## src/sv/tpra_pkg.sv

```systemverilog
// Shared types and constants for the table priority request arbiter.
`default_nettype none

package tpra_pkg;

    localparam int unsigned ENTRIES_DEF        = 128;
    localparam int unsigned PRIORITY_WIDTH_DEF = 16;
    localparam int unsigned CMD_W              = 3;
    localparam int unsigned INDEX_W            = 7;
    localparam int unsigned PRIO_IN_W          = 16;
    localparam int unsigned COUNT_W            = 8;

    typedef enum logic [CMD_W-1:0] {
        CMD_LOAD      = 3'd0,
        CMD_RAISE     = 3'd1,
        CMD_CLEAR     = 3'd2,
        CMD_ARBITRATE = 3'd3,
        CMD_QUERY     = 3'd4
    } t_cmd;

    typedef enum logic [1:0] {
        ST_IDLE,
        ST_SCAN,
        ST_MARK
    } t_state;

    typedef struct packed {
        logic [CMD_W-1:0]            command;
        logic [INDEX_W-1:0]          entry_index;
        logic signed [PRIO_IN_W-1:0] priority_value;
    } t_in_word;

    typedef struct packed {
        logic [COUNT_W-1:0] pending_count;
        logic [INDEX_W-1:0] winner_index;
        logic               winner_found;
        logic               is_selected;
    } t_out_word;

    typedef struct packed {
        logic shift;
        logic clr_req;
        logic clr_sel;
        logic load;
        logic raise;
        logic mark;
    } t_cell_ctrl;

    typedef struct packed {
        logic start;
        logic step;
    } t_scan_ctrl;

endpackage

`default_nettype wire

```

## src/sv/tpra_cell.sv

```systemverilog
// One table entry: priority, request bit and selected bit, shifting in a ring.
`default_nettype none

module tpra_cell #(
    parameter int unsigned PRIORITY_WIDTH = tpra_pkg::PRIORITY_WIDTH_DEF
) (
    input  wire                              i_clk,
    input  wire                              i_rst_n,
    input  wire tpra_pkg::t_cell_ctrl        i_ctrl,
    input  wire                              i_hit,
    input  wire                              i_win,
    input  wire logic signed [PRIORITY_WIDTH-1:0] i_load_prio,
    input  wire logic signed [PRIORITY_WIDTH-1:0] i_next_prio,
    input  wire                              i_next_req,
    input  wire                              i_next_sel,
    output logic signed [PRIORITY_WIDTH-1:0] o_prio,
    output logic                             o_req,
    output logic                             o_sel
);

    logic signed [PRIORITY_WIDTH-1:0] r_prio;
    logic signed [PRIORITY_WIDTH-1:0] n_prio;
    logic                             r_req;
    logic                             n_req;
    logic                             r_sel;
    logic                             n_sel;

    always_comb begin
        n_prio = r_prio;
        if (i_ctrl.shift) begin
            n_prio = i_next_prio;
        end else if (i_ctrl.load && i_hit) begin
            n_prio = i_load_prio;
        end

        n_req = r_req;
        if (i_ctrl.clr_req) begin
            n_req = 1'b0;
        end else if (i_ctrl.shift) begin
            n_req = i_next_req;
        end else if (i_ctrl.raise && i_hit) begin
            n_req = 1'b1;
        end

        n_sel = r_sel;
        if (i_ctrl.clr_sel) begin
            n_sel = 1'b0;
        end else if (i_ctrl.shift) begin
            n_sel = i_next_sel;
        end else if (i_ctrl.mark && i_win) begin
            n_sel = 1'b1;
        end
    end

    always_ff @(posedge i_clk) begin
        if (!i_rst_n) begin
            r_req <= 1'b0;
            r_sel <= 1'b0;
        end else begin
            r_req <= n_req;
            r_sel <= n_sel;
        end
    end

    // priority has no reset: undefined until loaded
    always_ff @(posedge i_clk) begin
        r_prio <= n_prio;
    end

    assign o_prio = r_prio;
    assign o_req  = r_req;
    assign o_sel  = r_sel;

endmodule

`default_nettype wire

```

## src/sv/tpra_scan.sv

```systemverilog
// Scan unit at the head of the ring: counts requests and tracks the best entry.
`default_nettype none

module tpra_scan #(
    parameter int unsigned ENTRIES        = tpra_pkg::ENTRIES_DEF,
    parameter int unsigned PRIORITY_WIDTH = tpra_pkg::PRIORITY_WIDTH_DEF
) (
    input  wire                                     i_clk,
    input  wire                                     i_rst_n,
    input  wire tpra_pkg::t_scan_ctrl               i_ctrl,
    input  wire logic [$clog2(ENTRIES)-1:0]         i_idx,
    input  wire                                     i_req,
    input  wire logic signed [PRIORITY_WIDTH-1:0]   i_prio,
    output logic                                    o_bcast,
    output logic [tpra_pkg::COUNT_W-1:0]            o_count,
    output logic [$clog2(ENTRIES)-1:0]              o_win,
    output logic                                    o_found
);

    localparam int unsigned SW = $clog2(ENTRIES);

    logic signed [PRIORITY_WIDTH-1:0] r_best;
    logic signed [PRIORITY_WIDTH-1:0] n_best;
    logic [SW-1:0]                    r_win;
    logic [SW-1:0]                    n_win;
    logic                             r_found;
    logic                             n_found;
    logic [tpra_pkg::COUNT_W-1:0]     r_count;
    logic [tpra_pkg::COUNT_W-1:0]     n_count;
    logic                             is_bcast;
    logic                             is_pos;
    logic                             better;

    assign is_bcast = (i_prio == '1);
    assign is_pos   = !i_prio[PRIORITY_WIDTH-1] && (i_prio != '0);
    // strict compare keeps the lower index on a tie
    assign better   = is_pos && (!r_found || (i_prio < r_best));

    assign o_bcast = i_ctrl.step && i_req && is_bcast;

    always_comb begin
        n_best  = r_best;
        n_win   = r_win;
        n_found = r_found;
        n_count = r_count;
        if (i_ctrl.start) begin
            n_win   = '0;
            n_found = 1'b0;
            n_count = '0;
        end else if (i_ctrl.step && i_req) begin
            if (r_count != '1) begin
                n_count = r_count + 1'b1;
            end
            if (better) begin
                n_best  = i_prio;
                n_win   = i_idx;
                n_found = 1'b1;
            end
        end
    end

    always_ff @(posedge i_clk) begin
        if (!i_rst_n) begin
            r_found <= 1'b0;
            r_count <= '0;
            r_win   <= '0;
        end else begin
            r_found <= n_found;
            r_count <= n_count;
            r_win   <= n_win;
        end
    end

    always_ff @(posedge i_clk) begin
        r_best <= n_best;
    end

    assign o_count = r_count;
    assign o_win   = r_win;
    assign o_found = r_found;

endmodule

`default_nettype wire

```

## src/sv/table_priority_request_arbiter.sv

```systemverilog
// Top level: ring of entry cells, head scan unit, command sequencer, output register.
//
//   channel | valid      | ready       | word
//   in      | i_in_valid | o_in_ready  | i_in_word  (command, entry_index, priority_value)
//   out     | o_out_valid| i_out_ready | o_out_word (pending_count, winner_index,
//           |            |             |             winner_found, is_selected)
//
// Load, raise, clear, query and unused codes: one cycle, result valid the next cycle.
// Arbitrate: the ring rotates all ENTRIES entries past the scan unit, one entry per cycle,
// then the mark state marks the winner and registers the result.
// One word is worked at a time; a new word is taken only once the output slot frees.
// Reset clears request bits, selected bits and control; priorities hold until loaded.
// A stalled result blocks new words; the mark state also waits for the output slot to free.
`default_nettype none

module table_priority_request_arbiter #(
    parameter int unsigned ENTRIES        = tpra_pkg::ENTRIES_DEF,
    parameter int unsigned PRIORITY_WIDTH = tpra_pkg::PRIORITY_WIDTH_DEF
) (
    input  wire                  i_clk,
    input  wire                  i_rst_n,
    input  wire                  i_in_valid,
    output logic                 o_in_ready,
    input  wire tpra_pkg::t_in_word  i_in_word,
    output logic                 o_out_valid,
    input  wire                  i_out_ready,
    output tpra_pkg::t_out_word  o_out_word
);

    localparam int unsigned SW = $clog2(ENTRIES);
    localparam logic [SW-1:0] LAST = SW'(ENTRIES - 1);

    tpra_pkg::t_state     r_state;
    tpra_pkg::t_state     n_state;
    logic [SW-1:0]        r_cnt;
    logic [SW-1:0]        n_cnt;
    logic                 r_out_valid;
    logic                 n_out_valid;
    tpra_pkg::t_out_word  r_out_word;
    tpra_pkg::t_out_word  n_out_word;

    tpra_pkg::t_cell_ctrl cell_ctrl;
    tpra_pkg::t_scan_ctrl scan_ctrl;

    logic                 in_accept;
    logic                 out_free;
    logic                 query_hit;
    logic                 bcast;
    logic [tpra_pkg::COUNT_W-1:0] scan_count;
    logic [SW-1:0]        scan_win;
    logic                 scan_found;

    logic signed [PRIORITY_WIDTH-1:0] load_prio;
    logic signed [PRIORITY_WIDTH-1:0] w_prio [ENTRIES];
    logic [ENTRIES-1:0]   w_req;
    logic [ENTRIES-1:0]   w_sel;
    logic [ENTRIES-1:0]   w_query;

    // cut or sign-extend the loaded value to the table width
    assign load_prio = PRIORITY_WIDTH'(i_in_word.priority_value);

    assign out_free   = !r_out_valid || i_out_ready;
    assign o_in_ready = (r_state == tpra_pkg::ST_IDLE) && out_free;
    assign in_accept  = i_in_valid && o_in_ready;

    for (genvar i = 0; i < ENTRIES; i++) begin : g_cell
        logic hit;
        logic win;
        logic signed [PRIORITY_WIDTH-1:0] next_prio;
        logic next_req;
        logic next_sel;

        assign hit = (32'(i_in_word.entry_index) == 32'(i));
        assign win = (32'(scan_win) == 32'(i));
        assign w_query[i] = hit && w_sel[i];

        if (i == ENTRIES - 1) begin : g_tail
            // head entry wraps to the tail, picking up its broadcast mark
            assign next_prio = w_prio[0];
            assign next_req  = w_req[0];
            assign next_sel  = w_sel[0] || bcast;
        end else begin : g_body
            assign next_prio = w_prio[i+1];
            assign next_req  = w_req[i+1];
            assign next_sel  = w_sel[i+1];
        end

        tpra_cell #(
            .PRIORITY_WIDTH (PRIORITY_WIDTH)
        ) u_cell (
            .i_clk       (i_clk),
            .i_rst_n     (i_rst_n),
            .i_ctrl      (cell_ctrl),
            .i_hit       (hit),
            .i_win       (win),
            .i_load_prio (load_prio),
            .i_next_prio (next_prio),
            .i_next_req  (next_req),
            .i_next_sel  (next_sel),
            .o_prio      (w_prio[i]),
            .o_req       (w_req[i]),
            .o_sel       (w_sel[i])
        );
    end

    assign query_hit = |w_query;

    tpra_scan #(
        .ENTRIES        (ENTRIES),
        .PRIORITY_WIDTH (PRIORITY_WIDTH)
    ) u_scan (
        .i_clk   (i_clk),
        .i_rst_n (i_rst_n),
        .i_ctrl  (scan_ctrl),
        .i_idx   (r_cnt),
        .i_req   (w_req[0]),
        .i_prio  (w_prio[0]),
        .o_bcast (bcast),
        .o_count (scan_count),
        .o_win   (scan_win),
        .o_found (scan_found)
    );

    always_comb begin
        n_state     = r_state;
        n_cnt       = r_cnt;
        n_out_valid = r_out_valid && !i_out_ready;
        n_out_word  = r_out_word;
        cell_ctrl   = '0;
        scan_ctrl   = '0;
        unique case (r_state)
            tpra_pkg::ST_IDLE: begin
                if (in_accept) begin
                    n_out_word = '0;
                    unique case (tpra_pkg::t_cmd'(i_in_word.command))
                        tpra_pkg::CMD_LOAD: begin
                            cell_ctrl.load = 1'b1;
                            n_out_valid    = 1'b1;
                        end
                        tpra_pkg::CMD_RAISE: begin
                            cell_ctrl.raise = 1'b1;
                            n_out_valid     = 1'b1;
                        end
                        tpra_pkg::CMD_CLEAR: begin
                            cell_ctrl.clr_req = 1'b1;
                            n_out_valid       = 1'b1;
                        end
                        tpra_pkg::CMD_ARBITRATE: begin
                            cell_ctrl.clr_sel = 1'b1;
                            scan_ctrl.start   = 1'b1;
                            n_cnt             = '0;
                            n_state           = tpra_pkg::ST_SCAN;
                        end
                        tpra_pkg::CMD_QUERY: begin
                            n_out_word.is_selected = query_hit;
                            n_out_valid            = 1'b1;
                        end
                        default: begin
                            n_out_valid = 1'b1;
                        end
                    endcase
                end
            end
            tpra_pkg::ST_SCAN: begin
                cell_ctrl.shift = 1'b1;
                scan_ctrl.step  = 1'b1;
                n_cnt           = r_cnt + 1'b1;
                if (r_cnt == LAST) begin
                    n_state = tpra_pkg::ST_MARK;
                end
            end
            tpra_pkg::ST_MARK: begin
                if (out_free) begin
                    cell_ctrl.mark           = scan_found;
                    n_out_word.pending_count = scan_count;
                    n_out_word.winner_index  = tpra_pkg::INDEX_W'(scan_win);
                    n_out_word.winner_found  = scan_found;
                    n_out_word.is_selected   = 1'b0;
                    n_out_valid              = 1'b1;
                    n_state                  = tpra_pkg::ST_IDLE;
                end
            end
            default: begin
                n_state = tpra_pkg::ST_IDLE;
            end
        endcase
    end

    always_ff @(posedge i_clk) begin
        if (!i_rst_n) begin
            r_state     <= tpra_pkg::ST_IDLE;
            r_cnt       <= '0;
            r_out_valid <= 1'b0;
        end else begin
            r_state     <= n_state;
            r_cnt       <= n_cnt;
            r_out_valid <= n_out_valid;
        end
    end

    always_ff @(posedge i_clk) begin
        r_out_word <= n_out_word;
    end

    assign o_out_valid = r_out_valid;
    assign o_out_word  = r_out_word;

    a_arb_start: assert property (@(posedge i_clk) disable iff (!i_rst_n)
        (in_accept && (i_in_word.command == tpra_pkg::CMD_ARBITRATE))
        |=> (r_state == tpra_pkg::ST_SCAN) && (r_cnt == '0))
        else $error("arbitrate did not start a scan from entry zero");

    a_scan_end: assert property (@(posedge i_clk) disable iff (!i_rst_n)
        (r_state == tpra_pkg::ST_SCAN) && (r_cnt == LAST) |=> (r_state == tpra_pkg::ST_MARK))
        else $error("scan did not stop after the last entry");

    a_no_winner: assert property (@(posedge i_clk) disable iff (!i_rst_n)
        o_out_valid && !o_out_word.winner_found |-> (o_out_word.winner_index == '0))
        else $error("winner index set without a winner");

    a_winner_counted: assert property (@(posedge i_clk) disable iff (!i_rst_n)
        o_out_valid && o_out_word.winner_found
        |-> (o_out_word.pending_count != '0) && !o_out_word.is_selected)
        else $error("winner reported with no pending request");

endmodule

`default_nettype wire
```

## config.mk

```make
export PLATFORM = sky130hd
export DESIGN_NAME = table_priority_request_arbiter
export DESIGN_NICKNAME = d
export VERILOG_FILES = /design/src/sv/tpra_pkg.sv /design/src/sv/tpra_cell.sv /design/src/sv/tpra_scan.sv /design/src/sv/table_priority_request_arbiter.sv
export SDC_FILE = /design/constraint.sdc
export NUM_CORES = 2
export LEC_CHECK = 0
export CORE_MARGIN = 3
export CORE_UTILIZATION = 30
export CTS_CLUSTER_DIAMETER = 120
export DETAILED_ROUTE_END_ITERATION = 7
export DONT_BUFFER_PORTS = 1
export SYNTH_ARGS = -nofsm -noshare
export SYNTH_HDL_FRONTEND = slang
export SYNTH_SLANG_ARGS = --single-unit
```

## constraint.sdc

```tcl
create_clock -name i_clk -period 6.9 [get_ports i_clk]
set_input_delay 1.38 -clock i_clk [delete_from_list [all_inputs] [get_ports i_clk]]
set_output_delay 1.38 -clock i_clk [all_outputs]
set_load 0.005 [all_outputs]
```

* After elaboration in Yosys (flattened, before gate mapping)
Cells that the tools add are included.
Word-level totals: flip-flop bits (word level) 2363, input bits 30, output and inout port bits 19, logic and storage cells 2389
Operators by class: add/subtract/negate cells 2, order comparisons 1, eq/ne operators 267, multiplexer cells 795, bitwise logic cells 2, reductions and logical operators 927
Operator list (count):
- $mux 16 | 256
- $eq 7x7->1 const B | 129
- $reduce_bool 2->1 | 386
- $mux 1 | 525
- $logic_and 1x1->1 | 519
- $eq 7x6->1 const B | 64
- $eq 7x5->1 const B | 32
- $reduce_or 128->1 | 1
- $eq 7x4->1 const B | 16
- $eq 7x3->1 const B | 8
- $mux 17 | 2
- $pmux 17 s2 | 1
- $eq 7x2->1 const B | 4
- $eq 16x16->1 const B | 1
- $lt 16x16->1 | 1
- $reduce_bool 16->1 | 1
- $eq 7x1->1 const B | 2
- $logic_not 7->1 | 2
- $mux 7 | 2
- $pmux 7 s2 | 1
- $reduce_and 3->1 | 3
- $add 8x1->8 const B | 1
- $mux 2 | 4
- $mux 4 | 2
- other kinds (19) | 31

* Logic depth before layout (Yosys ltp)
depth after elaboration 9, mapped depth 9, mapped depth without buffers 9

* Cells and area by module
From an unflattened synthesis, not the netlist that was laid out.
Unflattened totals: cell total of the unflattened synthesis 6280, area total of the unflattened synthesis 107150.3 um2
By module, submodules not included:
- tpra_cell | times used 128, cells an instance 43, area each 794.5 um2, sequential area each 520.5 um2
- table_priority_request_arbiter | times used 1, cells an instance 619, area each 3837.4 um2, sequential area each 710.7 um2
- tpra_scan | times used 1, cells an instance 157, area each 1615.3 um2, sequential area each 800.8 um2

* Worst setup path before layout
Ideal clock, no wire load.
kind input to register, from in i_out_ready, to reg g_cell[80].u_cell.r_prio[0], enable pin, library setup time 0.411 ns, arrival 3.789 ns, data required time 6.489 ns, setup slack 2.700 ns, cell stages on the path 6, buffers on the path 1, path through nand2b_1 nand4_1 nor4_2 nand2_1 clkbuf_1 o21ai_0
Between the ends: longest elaborated chain between the ends 7
RTL lines:
- start: declaration | line table_priority_request_arbiter.sv:26 | input wire i_out_ready,
- $logic_or 1x1->1 | line table_priority_request_arbiter.sv:62 | assign out_free = !r_out_valid || i_out_ready;
- $logic_and 1x1->1 | line table_priority_request_arbiter.sv:63 | assign o_in_ready = (r_state == tpra_pkg::ST_IDLE) && out_free;
- $logic_and 1x1->1 | line table_priority_request_arbiter.sv:64 | assign in_accept = i_in_valid && o_in_ready;
- $mux 4 | line table_priority_request_arbiter.sv:133 | if (in_accept) begin
- $mux 4 | line table_priority_request_arbiter.sv:131 | unique case (r_state)
- $logic_and 1x1->1 | line tpra_cell.sv:32 | end else if (i_ctrl.load && i_hit) begin
- $reduce_bool 2->1 (no line)
- end signal: assignment | line tpra_cell.sv:67 | r_prio <= n_prio;
- end: declaration | line tpra_cell.sv:21 | logic signed [PRIORITY_WIDTH-1:0] r_prio;
No other way between the ends. A chain may end at the register's enable or synchronous reset.

* Final worst setup path
from in i_out_ready, to reg g_cell[59].u_cell.r_prio[10], enable pin
Between the ends: longest elaborated chain between the ends 7
RTL lines (line):
- $logic_or 1x1->1 | table_priority_request_arbiter.sv:62
- $logic_and 1x1->1 | table_priority_request_arbiter.sv:63
- $logic_and 1x1->1 | table_priority_request_arbiter.sv:64
- $mux 4 | table_priority_request_arbiter.sv:133
- $mux 4 | table_priority_request_arbiter.sv:131
- $logic_and 1x1->1 | tpra_cell.sv:32
- $reduce_bool 2->1 (no line)
- end signal: assignment | tpra_cell.sv:67
- end: declaration | tpra_cell.sv:21
No other way between the ends.

==> results.toml <==
[run_status]
status = "complete, no violations"

[setup_path]
critPathMaxStageDelay_ns = 1.37
worstPathArrival_ns = 4.98
start_kind = "primary input"
cp_cell_sequence = "nand2b_1 -> nand4_1 -> nor4_2 -> nand2_1 -> o21ai_1"
path_delay_family = "simple AND/OR/NAND/NOR gates"
reg2reg_depth = 5
required_ns = 7.33
crit_path_end_kind = "register"
critical_path.slowest_cell = "o21ai_1"
critPathMaxFanout = 16
r2r-start = "r_state[0]$_SDFFE_PN0P_"
r2r-end = "g_cell[59].u_cell.o_prio[10]$_DFFE_PP_"
critPathKind = "in2reg"
ff2ff_setup_slack_ns = 2.36
worst-path-buf-inv = 0

[synthesis]
synth_edf_count = 2081
yosysWarnings = 0
async_reset_ff_share_pct = 0
syn_inst = 8588
syn_nets = 8635
synth_ff_type = "edfxtp_1"
synth.avg_cell_area_um2 = 10.9
synth_area_um2 = 93600
ys_seq_elements = 2363
yosysSeqAreaShare_pct = 72.8
ys_types = 56

[sta]
setup_viol = 0
fin_skew_ns = 0.0341
post-route-period-util_pct = 66.0
max_freq_ghz = 0.220
worst_slew_pin_slew_ns = 1.38
layout_setup_ws_ns = 2.35
rsz0062_at_grt = "false"
timing.setup.tns_ns = 0
min_period_ns = 4.55
slew_headroom_pct = 6.81
slew_viol_final = 0
hold_violations = 0

[min_path]
hold_start = "g_cell[1].u_cell.o_req$_SDFFE_PP0P_"
hp-class = "reg2reg"
min_to = "g_cell[0].u_cell.o_req$_SDFFE_PP0P_"
whs_path_depth = 2

[floorplanning]
pin_count = 49
row_count = 204
dieArea_um2 = 319000
start_util_pct = 30.2
floorplan.core_area_um2 = 310000
dieWidth_um = 565
die_y_um = 565

[routing]
dr.pass1.iters = 6
drtIter0Drc = 6702
wl_um = 219000
antenna_left = 0
wl_per_cell_um = 17.2
via_per_inst = 4.79
drc = 0
num_vias = 60700

[clocking]
numCtsBuffers = 223
postCtsSetupBuffers = 0
h-tree-depth = 4
cts_tree = "done"
clk_latency_ns = 0.82
holdBufCountCts = 0
cts_buffer_depth = 3
clkSlewWorstSetupHoldPaths_ns = 0.06
cts_sinks = 2363
root_buffer = "clkbuf_16"
post_cts_resized = 0

[placement]
place.detailed.hpwl_um = 121000
gp_congestion = 0.883
pre_cts_ws_ns = 1.63
io_buffers = 0

[power_and_ir_drop]
leakage_nw = 37.6
peakVddDrop_mv = 0.259
power.total_mw = 29.5
power.density_nw_per_um2 = 280

[global_route]
grt_max_degree = 262
grt.overflow.total = 0
grt_pass1_wl_um = 344000
grt_pass1_vias = 59700
track_usage_pct = 13.4
antenna_found_initial = 8

[flow_run]
cap_violations = 0

[finish]
layout-drive-gt1-share_pct = 6.64
area_growth_pct = 12.6
fin_nets = 8418
## how the worst max path moves through the flow
| stage | startpoint | to | cells after the start |
|---|---|---|---|
| global route | r_state[0]$_SDFFE_PN0P_ | g_cell[51].u_cell.o_prio[2]$_DFFE_PP_ | 5 |
| finish | i_out_ready | g_cell[59].u_cell.o_prio[10]$_DFFE_PP_ | 5 |
| CTS | r_state[0]$_SDFFE_PN0P_ | g_cell[50].u_cell.o_prio[4]$_DFFE_PP_ | 5 |
| detailed placement | i_out_ready | g_cell[50].u_cell.o_prio[3]$_DFFE_PP_ | 5 |
| global placement | i_out_ready | g_cell[105].u_cell.o_prio[5]$_DFFE_PP_ | 6 |
| floorplan | i_out_ready | g_cell[80].u_cell.o_prio[0]$_DFFE_PP_ | 6 |
## layout make-up
class,count,area [um^2]
inverter,25,93.8
sequential,2363,68100
tap,4120,5150
multi-input combinational,5569,23300
timing repair buffer,189,1610
clock buffer,288,6040
clock inverter,129,1050
antenna,3,7.51
fill,30400,204000
## where the power goes
group	switching, mW	total, mW	internal, mW
Combinational	1.12	1.48	0.356
Sequential	0.126	16.1	16.0
Clock	5.23	11.9	6.69
## stage by stage
stage / util (%) / area (um^2) / hold WS [ns] / std cells
after floorplan: - / 93600 / 0.455 / 8588
after global placement: 31.7 / 98200 / 0.476 / 12300
after detailed placement: 31.7 / 98200 / 0.488 / 12300
after CTS: 34.0 / 105000 / 0.484 / 12700
after global routing: 34.0 / 105000 / 0.514 / 12700
final: 34.0 / 105000 / 0.496 / 12700
## worst register-to-register path, stage by stage (launching register included)
cell and delay (ns):
dfxtp_1 0.42, inv_2 0.26, nand4_1 0.36, nor4_2 0.76
nand2_1 0.96, o21ai_1 1.38
## per-layer routing
metal,GRT usage [%],vias up,part of all wire [%],wire [um]
met5,0,-,0,0
met4,3.90,0,2.6,5640
met3,2.60,405,7.2,15800
met2,20.8,2125,45,98500
met1,19.0,29900,45,98700
li1,-,28200,-,-
## flip-flops by register name, indices dropped and copies added, names as in the netlist, 2 cells and up
| name | flops |
|---|---|
| g_cell.u_cell.o_prio | 2048 |
| g_cell.u_cell.o_req | 128 |
| g_cell.u_cell.o_sel | 128 |
| o_out_word | 17 |
| r_cnt | 7 |
| r_state | 2 |
| u_scan.o_count | 8 |
| u_scan.o_win | 7 |
| u_scan.r_best | 16 |
## placed cells by master, fill, tap and decap left out, drive strengths merged, types with 15 or more instances in the layout
master	instances
o21ai	452
nor2	459
and3	19
edfxtp	2081
nor3	109
a22oi	46
a21oi	16
a211oi	105
clkbuf	288
inv	30
ha	17
clkinv	103
nand2	4179
nand4	15
dfxtp	282
buf	189
nand3	28
## cells by family (layout without fill, tap and decap cells)
group	after synthesis	in the layout	share of synthesized area, %
simple gates	4873	4873	20.1
fa+ha+maj	17	17	0.227
other cells	0	3	0
compound gates	660	660	4.06
buf+inv	656	631	2.64
flops	2363	2363	72.8
xor+xnor	9	9	0.0842
mux	10	10	0.108
## cells in the mapped netlist (19+ instances only)
| cell | n | share of area [%] |
|---|---|---|
| a211oi_1 | 105 | 0.84 |
| a22oi_1 | 46 | 0.37 |
| and3_1 | 19 | 0.13 |
| buf_1 | 24 | 0.096 |
| clkbuf_1 | 597 | 2.4 |
| dfxtp_1 | 282 | 6.0 |
| edfxtp_1 | 2081 | 67 |
| inv_1 | 23 | 0.092 |
| nand2_1 | 4179 | 17 |
| nand3_1 | 28 | 0.15 |
| nor2_1 | 459 | 1.8 |
| nor3_1 | 108 | 0.58 |
| o21ai_0 | 447 | 2.4 |
(Power assumes the default switching activity.)
